==> config.mk <==
export PLATFORM = sky130hd
export DESIGN_NAME = multi_button_debouncer_top_flat
export DESIGN_NICKNAME = d
export VERILOG_FILES = /design/src/hw/rtl/mbd_pkg.sv /design/src/hw/rtl/mbd_req_if.sv /design/src/hw/rtl/mbd_rsp_if.sv /design/src/hw/rtl/mbd_button.sv /design/src/hw/rtl/multi_button_debouncer_top.sv /design/src/flat_wrapper.sv
export SDC_FILE = /design/constraint.sdc
export NUM_CORES = 1
export LEC_CHECK = 0
export ABC_AREA = 1
export BUFFER_PORTS_ARGS = -buffer_cell sky130_fd_sc_hd__buf_2
export CORE_MARGIN = 4
export CORE_UTILIZATION = 60
export DETAILED_ROUTE_END_ITERATION = 7
export PLACE_DENSITY = 0.89
export SLEW_MARGIN = 40
export SYNTH_ARGS = -nofsm -noshare
export SYNTH_HDL_FRONTEND = slang
export SYNTH_HIERARCHICAL = 1
export SYNTH_SLANG_ARGS = --single-unit
==> constraint.sdc <==
create_clock -name clock -period 2.9 [get_ports clock]
set_clock_uncertainty 0.1 [all_clocks]
set_input_delay 0.145 -clock clock [delete_from_list [all_inputs] [get_ports clock]]
set_output_delay 0.145 -clock clock [all_outputs]
set_load 0.01 [all_outputs]
==> src/hw/rtl/mbd_pkg.sv <==
// Shared types, field widths and constants of the multi-button debouncer.
package mbd_pkg;

   // Field widths of the channels and the register port
   localparam int ActionW = 2;
   localparam int IdxW    = 2;
   localparam int PinW    = 4;
   localparam int DelayW  = 7;
   localparam int StatusW = 5;
   localparam int CsrIdxW = 1;
   localparam int CodeW   = 2;

   // Register reset values
   localparam logic [DelayW-1:0] PressDelayRst   = 7'd20;
   localparam logic [DelayW-1:0] ReleaseDelayRst = 7'd100;

   // Request opcodes; the fourth code does nothing
   typedef enum logic [ActionW-1:0] {
      ACT_TICK = 2'd0,
      ACT_EDGE = 2'd1,
      ACT_READ = 2'd2
   } action_type;

   // Register indexes
   typedef enum logic [CsrIdxW-1:0] {
      CSR_PRESS_DELAY   = 1'b0,
      CSR_RELEASE_DELAY = 1'b1
   } csr_index_type;

   // Per-button debounce state
   typedef enum logic [2:0] {
      BTN_UP     = 3'b001,
      BTN_DOWN   = 3'b010,
      BTN_UNSURE = 3'b100
   } btn_state_type;

   // Status codes as reported in the status word
   localparam logic [CodeW-1:0] CodeUp     = 2'd0;
   localparam logic [CodeW-1:0] CodeDown   = 2'd1;
   localparam logic [CodeW-1:0] CodeUnsure = 2'd2;

   // Command from the decode stage to one button
   typedef struct packed {
      logic tick;
      logic edge_hit;
      logic pin;
   } btn_cmd_type;

   function automatic logic [CodeW-1:0] state_code(btn_state_type st);
      logic [CodeW-1:0] code;
      unique case (st)
         BTN_UP:     code = CodeUp;
         BTN_DOWN:   code = CodeDown;
         BTN_UNSURE: code = CodeUnsure;
         default:    code = CodeUp;
      endcase
      return code;
   endfunction

endpackage

==> src/hw/rtl/mbd_req_if.sv <==
// Request channel: valid/ready handshake with action, button index and pin levels.
interface mbd_req_if;
   import mbd_pkg::*;

   logic               valid;
   logic               ready;
   logic [ActionW-1:0] action;
   logic [IdxW-1:0]    button_index;
   logic [PinW-1:0]    pin_levels;

   modport source (output valid, action, button_index, pin_levels, input ready);
   modport sink   (input valid, action, button_index, pin_levels, output ready);
endinterface

==> src/hw/rtl/mbd_rsp_if.sv <==
// Response channel: valid/ready handshake with status word and event flags.
interface mbd_rsp_if;
   import mbd_pkg::*;

   logic               valid;
   logic               ready;
   logic [StatusW-1:0] status_word;
   logic               read_ok;
   logic               event_pending;

   modport source (output valid, status_word, read_ok, event_pending, input ready);
   modport sink   (input valid, status_word, read_ok, event_pending, output ready);
endinterface

==> src/hw/rtl/mbd_button.sv <==
// One button: debounce state, countdown timer and armed flag.
module mbd_button (
   input  logic                          clock,
   input  logic                          reset,
   input  logic                          step_en,
   input  mbd_pkg::btn_cmd_type          cmd,
   input  logic [mbd_pkg::DelayW-1:0]    press_delay,
   input  logic [mbd_pkg::DelayW-1:0]    release_delay,
   output logic [mbd_pkg::CodeW-1:0]     code_next,
   output logic                          event_set
);
   import mbd_pkg::*;

   btn_state_type     state_ff, state_in;
   logic [DelayW-1:0] count_ff, count_in;
   logic              armed_ff, armed_in;

   // Next state: tick counts down and samples on expiry, edge starts a press check
   always_comb begin
      state_in  = state_ff;
      count_in  = count_ff;
      armed_in  = armed_ff;
      event_set = 1'b0;
      if (step_en) begin
         if (cmd.tick && armed_ff) begin
            if (count_ff > DelayW'(1)) begin
               count_in = count_ff - DelayW'(1);
            end else if (!cmd.pin) begin
               // pin held low: confirm a pending press, keep re-sampling
               if (state_ff == BTN_UNSURE) begin
                  state_in  = BTN_DOWN;
                  event_set = 1'b1;
               end
               count_in = release_delay;
               armed_in = 1'b1;
            end else begin
               // pin back high: released
               count_in = '0;
               state_in = BTN_UP;
               armed_in = 1'b0;
            end
         end
         if (cmd.edge_hit && (state_ff == BTN_UP)) begin
            state_in = BTN_UNSURE;
            count_in = press_delay;
            armed_in = 1'b1;
         end
      end
   end

   assign code_next = state_code(state_in);

   always_ff @(posedge clock) begin
      if (reset) begin
         state_ff <= BTN_UP;
         count_ff <= '0;
         armed_ff <= 1'b0;
      end else begin
         state_ff <= state_in;
         count_ff <= count_in;
         armed_ff <= armed_in;
      end
   end

endmodule

==> src/hw/rtl/multi_button_debouncer_top.sv <==
// Top level of the multi-button debouncer: request register, button array, response register.
//
// Usage:
//  - req_chan carries one transaction per accepted valid/ready handshake: action 0 is a
//    tick with all pin levels, action 1 a falling edge on button_index, action 2 a read.
//    Action code 3 changes nothing but still returns a response.
//  - Every request yields exactly one response on rsp_chan: the status word (OR of each
//    button's state code shifted by its index, low 5 bits), read_ok (a read consumed a
//    pending press event) and event_pending (event flag after the request).
//  - Path: a request is loaded into the request register and, once rsp_chan is not
//    stalled, passes through the button update logic into the response register, which
//    drives response valid.
//  - Throughput is one transaction per cycle while rsp_chan does not stall; all button
//    timers update in parallel in a single logic stage; only the response register limits it.
//  - When rsp_chan stalls, the response register holds, the request register fills and
//    req_chan.ready drops; nothing is lost. Ready returns the cycle the response is taken.
//  - csr_we writes press (index 0) or release (index 1) delay in ticks; write only while
//    no transaction is in flight. A delay of zero acts as one tick.
//  - Synchronous reset: all buttons up, timers stopped, event flag clear, delays back to
//    20 and 100 ticks, both pipeline registers empty.
module multi_button_debouncer_top #(
   parameter int BUTTONS = 4
) (
   input  logic                         clock,
   input  logic                         reset,
   mbd_req_if.sink                      req_chan,
   mbd_rsp_if.source                    rsp_chan,
   input  logic                         csr_we,
   input  logic [mbd_pkg::CsrIdxW-1:0]  csr_index,
   input  logic [mbd_pkg::DelayW-1:0]   csr_wdata
);
   import mbd_pkg::*;

   localparam int PadS = (BUTTONS > StatusW) ? BUTTONS : StatusW;
   localparam int PadP = (BUTTONS > PinW) ? BUTTONS : PinW;

   // Configuration registers
   logic [DelayW-1:0] press_delay_ff;
   logic [DelayW-1:0] release_delay_ff;

   always_ff @(posedge clock) begin
      if (reset) begin
         press_delay_ff   <= PressDelayRst;
         release_delay_ff <= ReleaseDelayRst;
      end else if (csr_we) begin
         unique case (csr_index_type'(csr_index))
            CSR_PRESS_DELAY:   press_delay_ff   <= csr_wdata;
            CSR_RELEASE_DELAY: release_delay_ff <= csr_wdata;
            default: ;
         endcase
      end
   end

   // Request register
   logic            req_vld_ff;
   action_type      req_action_ff;
   logic [IdxW-1:0] req_idx_ff;
   logic [PinW-1:0] req_pins_ff;
   logic            rsp_vld_ff;
   logic            step_en;
   logic            req_take;

   assign step_en        = req_vld_ff && (!rsp_vld_ff || rsp_chan.ready);
   assign req_chan.ready = !req_vld_ff || step_en;
   assign req_take       = req_chan.valid && req_chan.ready;

   always_ff @(posedge clock) begin
      if (reset) begin
         req_vld_ff <= 1'b0;
      end else if (req_take) begin
         req_vld_ff <= 1'b1;
      end else if (step_en) begin
         req_vld_ff <= 1'b0;
      end
   end

   always_ff @(posedge clock) begin
      if (req_take) begin
         req_action_ff <= action_type'(req_chan.action);
         req_idx_ff    <= req_chan.button_index;
         req_pins_ff   <= req_chan.pin_levels;
      end
   end

   // Action decode
   logic is_tick, is_edge, is_read;

   always_comb begin
      is_tick = 1'b0;
      is_edge = 1'b0;
      is_read = 1'b0;
      unique case (req_action_ff)
         ACT_TICK: is_tick = 1'b1;
         ACT_EDGE: is_edge = 1'b1;
         ACT_READ: is_read = 1'b1;
         default: ;
      endcase
   end

   // Button array; pins above the pin field read low
   logic [PadP-1:0]  pins_pad;
   logic [CodeW-1:0] code_next [PadS];
   logic [BUTTONS-1:0] event_set;

   assign pins_pad = PadP'(req_pins_ff);

   for (genvar gi = 0; gi < PadS; gi++) begin : g_btn
      if (gi < BUTTONS) begin : g_live
         btn_cmd_type cmd;
         assign cmd.tick     = is_tick;
         assign cmd.edge_hit = is_edge && ({{(4-IdxW){1'b0}}, req_idx_ff} == 4'(gi));
         assign cmd.pin      = pins_pad[gi];

         mbd_button u_button (
            .clock         (clock),
            .reset         (reset),
            .step_en       (step_en),
            .cmd           (cmd),
            .press_delay   (press_delay_ff),
            .release_delay (release_delay_ff),
            .code_next     (code_next[gi]),
            .event_set     (event_set[gi])
         );
      end else begin : g_pad
         assign code_next[gi] = CodeUp;
      end
   end

   // Status word: bit j takes code j bit 0 and code j-1 bit 1
   logic [StatusW-1:0] status_next;

   always_comb begin
      status_next[0] = code_next[0][0];
      for (int j = 1; j < StatusW; j++) begin
         status_next[j] = code_next[j][0] | code_next[j-1][1];
      end
   end

   // Event flag
   logic event_flag_ff, event_flag_in;
   logic read_ok;

   always_comb begin
      event_flag_in = event_flag_ff;
      read_ok       = 1'b0;
      if (step_en) begin
         if (is_tick) begin
            event_flag_in = event_flag_ff | (|event_set);
         end else if (is_read) begin
            read_ok       = event_flag_ff;
            event_flag_in = 1'b0;
         end
      end
   end

   always_ff @(posedge clock) begin
      if (reset) begin
         event_flag_ff <= 1'b0;
      end else begin
         event_flag_ff <= event_flag_in;
      end
   end

   // Response register
   logic [StatusW-1:0] rsp_status_ff;
   logic               rsp_ok_ff;
   logic               rsp_pending_ff;

   always_ff @(posedge clock) begin
      if (reset) begin
         rsp_vld_ff <= 1'b0;
      end else if (step_en) begin
         rsp_vld_ff <= 1'b1;
      end else if (rsp_chan.ready) begin
         rsp_vld_ff <= 1'b0;
      end
   end

   always_ff @(posedge clock) begin
      if (step_en) begin
         rsp_status_ff  <= status_next;
         rsp_ok_ff      <= read_ok;
         rsp_pending_ff <= event_flag_in;
      end
   end

   assign rsp_chan.valid         = rsp_vld_ff;
   assign rsp_chan.status_word   = rsp_status_ff;
   assign rsp_chan.read_ok       = rsp_ok_ff;
   assign rsp_chan.event_pending = rsp_pending_ff;

   // Checks
   a_ok_clears_flag: assert property (@(posedge clock) disable iff (reset)
      (rsp_vld_ff && rsp_ok_ff) |-> !rsp_pending_ff)
      else $error("read_ok response still shows a pending event");

   a_pending_tracks_flag: assert property (@(posedge clock) disable iff (reset)
      rsp_vld_ff |-> (rsp_pending_ff == event_flag_ff))
      else $error("event_pending disagrees with the event flag");

   a_read_consumes: assert property (@(posedge clock) disable iff (reset)
      (step_en && is_read && event_flag_ff) |=> (rsp_ok_ff && !event_flag_ff))
      else $error("read of a pending event did not report and clear it");

endmodule
==> src/flat_wrapper.sv <==
// flat-port wrapper written by rule: the top's interface ports become plain ports
module multi_button_debouncer_top_flat import mbd_pkg::*;
#(
   parameter int BUTTONS = 4
)
  (clock, reset, csr_we, csr_index, csr_wdata, req_chan_valid, req_chan_action, req_chan_button_index, req_chan_pin_levels, req_chan_ready, rsp_chan_valid, rsp_chan_status_word, rsp_chan_read_ok, rsp_chan_event_pending, rsp_chan_ready);
  mbd_req_if req_chan_i ();
  mbd_rsp_if rsp_chan_i ();
  input  logic clock;
  input  logic reset;
  input  logic csr_we;
  input  logic [mbd_pkg::CsrIdxW-1:0] csr_index;
  input  logic [mbd_pkg::DelayW-1:0] csr_wdata;
  input wire logic [$bits(req_chan_i.valid)-1:0] req_chan_valid;
  input wire logic [$bits(req_chan_i.action)-1:0] req_chan_action;
  input wire logic [$bits(req_chan_i.button_index)-1:0] req_chan_button_index;
  input wire logic [$bits(req_chan_i.pin_levels)-1:0] req_chan_pin_levels;
  output wire logic [$bits(req_chan_i.ready)-1:0] req_chan_ready;
  output wire logic [$bits(rsp_chan_i.valid)-1:0] rsp_chan_valid;
  output wire logic [$bits(rsp_chan_i.status_word)-1:0] rsp_chan_status_word;
  output wire logic [$bits(rsp_chan_i.read_ok)-1:0] rsp_chan_read_ok;
  output wire logic [$bits(rsp_chan_i.event_pending)-1:0] rsp_chan_event_pending;
  input wire logic [$bits(rsp_chan_i.ready)-1:0] rsp_chan_ready;
  assign req_chan_i.valid = req_chan_valid;
  assign req_chan_i.action = req_chan_action;
  assign req_chan_i.button_index = req_chan_button_index;
  assign req_chan_i.pin_levels = req_chan_pin_levels;
  assign req_chan_ready = req_chan_i.ready;
  assign rsp_chan_valid = rsp_chan_i.valid;
  assign rsp_chan_status_word = rsp_chan_i.status_word;
  assign rsp_chan_read_ok = rsp_chan_i.read_ok;
  assign rsp_chan_event_pending = rsp_chan_i.event_pending;
  assign rsp_chan_i.ready = rsp_chan_ready;
  multi_button_debouncer_top #(.BUTTONS(BUTTONS)) u_core (.clock(clock), .reset(reset), .req_chan(req_chan_i), .rsp_chan(rsp_chan_i), .csr_we(csr_we), .csr_index(csr_index), .csr_wdata(csr_wdata));
endmodule
==> metrics <==
commonest cells after routing, fill and taps aside=nand2_1 (157), nor2_1 (89), inv_1 (87), nand3_1 (63), dfxtp_1 (61); instance count on the critical path=13; peak per-stage delay on the critical path=~0.53 ns; Total Nets Final=around 760; mean instance size in the synthesized netlist=roughly 6.8 um2; number of remaining DRC errors=0; Synth Area in Compound Gates=0.129; Seq/Total Area, Yosys=0.362; number of pins exceeding their max-slew limit in the final report=0; end of the worst register-to-register path=u_core/rsp_chan.status_word[1]; diode count=0; TritonCTS clock tree=yes; worst setup slack after layout=0.322 ns; largest family of logic cells by synthesized area=simple AND/OR/NAND/NOR gates; Syn Nets=just over 700; unrepaired setup endpoints after global routing=no; transition at the pin with the smallest max-transition slack=about 0.6 ns; number of enable flip-flop cells after synthesis=15; share of async-settable or async-resettable flops after synthesis=0; fraction of final layout cells sized beyond drive strength 1=0.150; cell depth of the worst min-delay path=4; Net Switching=approximately 0.63 mW; CTS Sinks=76; post-route antenna net violation count=0; Worst Hold Endpoint=u_core/press_delay_ff[4]; Top cell by count, worst path=nand2_1; mux cell area share after synthesis=0; time the final worst path needs with I/O delays and setup=between 2 and 3 ns; fmax=between 300 and 400 MHz; leakage power summed over all cells=2.54 nW; flip-flop and latch count after synthesis=76; worst slew slack as a fraction of its limit=0.594; share of total power in combinational logic=0.121; initial core utilization=0.627; internal power component=around 1.7 mW; worst setup timing slack at the placement stage=slightly above 0.5 ns; initial antenna violation count=0; layout-stage area growth over the synthesis result=13.1%; FF-to-FF path depth=9; Overflow after GRT=0; final period utilization=0.889; PortBufs=29; sum of negative setup slack=0 ns; setup slack of the most critical reg-to-reg path=0.37 ns; drt via density=approximately 5.6; CP Capture Type=flop; num rows=31; CP Data Arrival Time=about 2.6 ns; number of CTS-inserted buffers=9; insertion delay to the later sink of the worst-skew pair=0.36 ns; Die ar.=about 0.0092 mm2; IO Count=30; setup-violating endpoint count in the final report=0; worst supply voltage drop on vdd=0.284 mV; category of the critical setup timing path=input pin to flop; xor/xnor cell area share of the yosys netlist=0.0209; via count of the first global-routing pass=4582; cell chosen for the clock root=clkbuf_8; pwr/cell area=442 mW/mm2; portion of total power attributed to sequential cells=0.500; outcome=completed; most frequent standard cell in the layout excluding fill and tap cells=nand2_1; global-route wire length before repair=20900 um; via count=~4700; share of total power consumed by net switching=0.271; WL per Instance=14.9 um; combined global-route utilization of all metal layers=0.291; startpoint of the lowest-slack register-to-register path=u_core/req_action_ff[0]; WP data required=between 2 and 3 ns; worst-path cell with the longest stage delay=dlygate4sd3_1; clock transition at the registers of the reported paths=0.08 ns; overall die height=about 96 um; DR pass1 iterations=6; Post-synth top flop=dfxtp_1; part of the power in the clock network=0.378; Die X-Extent=~96 um; dominant delay contributor by cell family on the critical path=simple AND/OR/NAND/NOR gates; total of cells resized after clock tree synthesis=0; Min-Delay Path Class=input pin to flop; hold violation count in the final report=0; Placeable Area=0.00737 mm2; largest buffer count on any clock path=2; Netlist cell types=29; post-detailed-routing wire length=12500 um; weighted congestion at the end of routability-driven global placement=around 0.90; Synth warnings=6; startpoint of the most critical hold path=csr_index; synthesized instance count=around 680; H-tree Lvls=3; post-synthesis share of cell area spent on and, or, nand and nor gates=0.375; category of the worst setup path launch point=input pin; total of max-cap violations=0; adder-cell share of the synthesized area=0.0217; critical-path cell list=dlygate4sd3_1, buf_2, inv_1, a21oi_2, buf_4, inv_1, nor2_1, nand3_1, nand2_1, nand2_1, nand2_1, nor2_1, or2_2; Bufs and invs on worst path=5; largest net degree at the start of global routing=25; largest driver fanout on the critical path=9; detailed router's first-iteration violation count=441; cell area after synthesis=between 0.004 and 0.005 mm2; half-perimeter wire length after placement=around 8400 um
-- registers in the layout (all words and copies together) (netlist names) --
signal / count
u_core/g_btn.g_live.u_button/count_ff: 28
u_core/g_btn.g_live.u_button/state_ff: 12
u_core/press_delay_ff: 7
u_core/release_delay_ff: 7
u_core/rsp_chan.status_word: 5
u_core/g_btn.g_live.u_button/armed_ff: 4
u_core/pins_pad: 4
u_core/req_action_ff: 2
u_core/req_idx_ff: 2
u_core/event_flag_ff: 1
u_core/req_vld_ff: 1
u_core/rsp_chan.event_pending: 1
u_core/rsp_chan.read_ok: 1
u_core/rsp_chan.valid: 1
-- area by class of cell --
cell class	instances	area, um2
clock buffer	11	163
clock inverter	5	55.1
fill	602	2140
inverter	96	360
multi-input combinational	502	2520
sequential	76	1670
tap	99	124
timing repair buffer	48	330
-- worst max path at each step --
stage / start / end / slack (ns)
after floorplan: u_core/rsp_chan.valid / u_core/rsp_chan.status_word[3] / 0.56
after global placement: u_core/req_action_ff[1] / u_core/rsp_chan.status_word[3] / 0.72
after detailed placement: u_core/req_action_ff[0] / u_core/rsp_chan.status_word[1] / 0.50
after CTS: rsp_chan_ready / u_core/rsp_chan.status_word[1] / 0.41
after global routing: rsp_chan_ready / u_core/rsp_chan.status_word[1] / 0.20
final: rsp_chan_ready / u_core/rsp_chan.status_word[1] / 0.32
-- logic make-up (layout without fill, tap and decap cells) --
logic type	Yosys count	in the layout
simple gates	373	373
fa+ha+maj	8	8
buf+inv	103	160
xor+xnor	11	11
compound gates	110	110
flops	76	76
-- synthesized netlist by cell type (7+ instances only) --
| cell | n | area share |
|---|---|---|
| nand3_1 | 63 | 0.068 |
| edfxtp_1 | 15 | 0.097 |
| nor2_1 | 89 | 0.072 |
| inv_1 | 87 | 0.071 |
| nand2_2 | 10 | 0.014 |
| a21oi_2 | 8 | 0.015 |
| nor2_2 | 14 | 0.019 |
| a21oi_1 | 55 | 0.060 |
| ha_1 | 8 | 0.022 |
| dfxtp_1 | 61 | 0.26 |
| inv_2 | 9 | 0.0073 |
| nand3_2 | 7 | 0.015 |
| nor3_1 | 11 | 0.012 |
| xor2_1 | 7 | 0.013 |
| o21ai_0 | 40 | 0.043 |
| nand2_1 | 157 | 0.13 |
-- per-layer routing --
layer | GRT usage | part of all wire
met2 | 0.511 | 0.49
met1 | 0.334 | 0.40
met3 | 0.0579 | 0.066
met4 | 0.148 | 0.047
met5 | 0 | 0
-- worst register-to-register path: stages (launching register included) --
cell and delay [ns]:
edfxtp_1 0.45, nor2_1 0.36, nand2_1 0.14, nor2_1 0.38
nand3_1 0.20, nand2_1 0.16, nand2_1 0.09, nand2_1 0.08
nor2_1 0.04, or2_2 0.28
-- power by group through the flow --
| stage | clock (mW) | sequential (mW) | combinational (mW) |
|---|---|---|---|
| global route | 0.919 | 1.16 | 0.313 |
| finish | 0.875 | 1.16 | 0.280 |
| CTS | 0.867 | 1.15 | 0.271 |
| detailed placement | 0 | 1.18 | 0.250 |
| global placement | 0 | 1.18 | 0.243 |
| floorplan | 0 | 1.16 | 0.194 |
-- stage by stage --
stage	hold slack, ns	cells	power [mW]	utilization	area (um2)
global route	0.0653	837	2.39	0.709	5230
CTS	0.0285	837	2.29	0.709	5230
finish	0.0493	837	2.31	0.709	5230
detailed placement	0.223	804	1.43	0.657	4840
floorplan	0.107	681	1.35	-	4620
global placement	0.222	804	1.42	0.657	4840
-- repair_timing --
action,4_1_cts,5_1_grt
endpoints found under the hold margin,22,0
setup buffers,0,0
hold buffers,17,0
(Power assumes the default switching activity.)
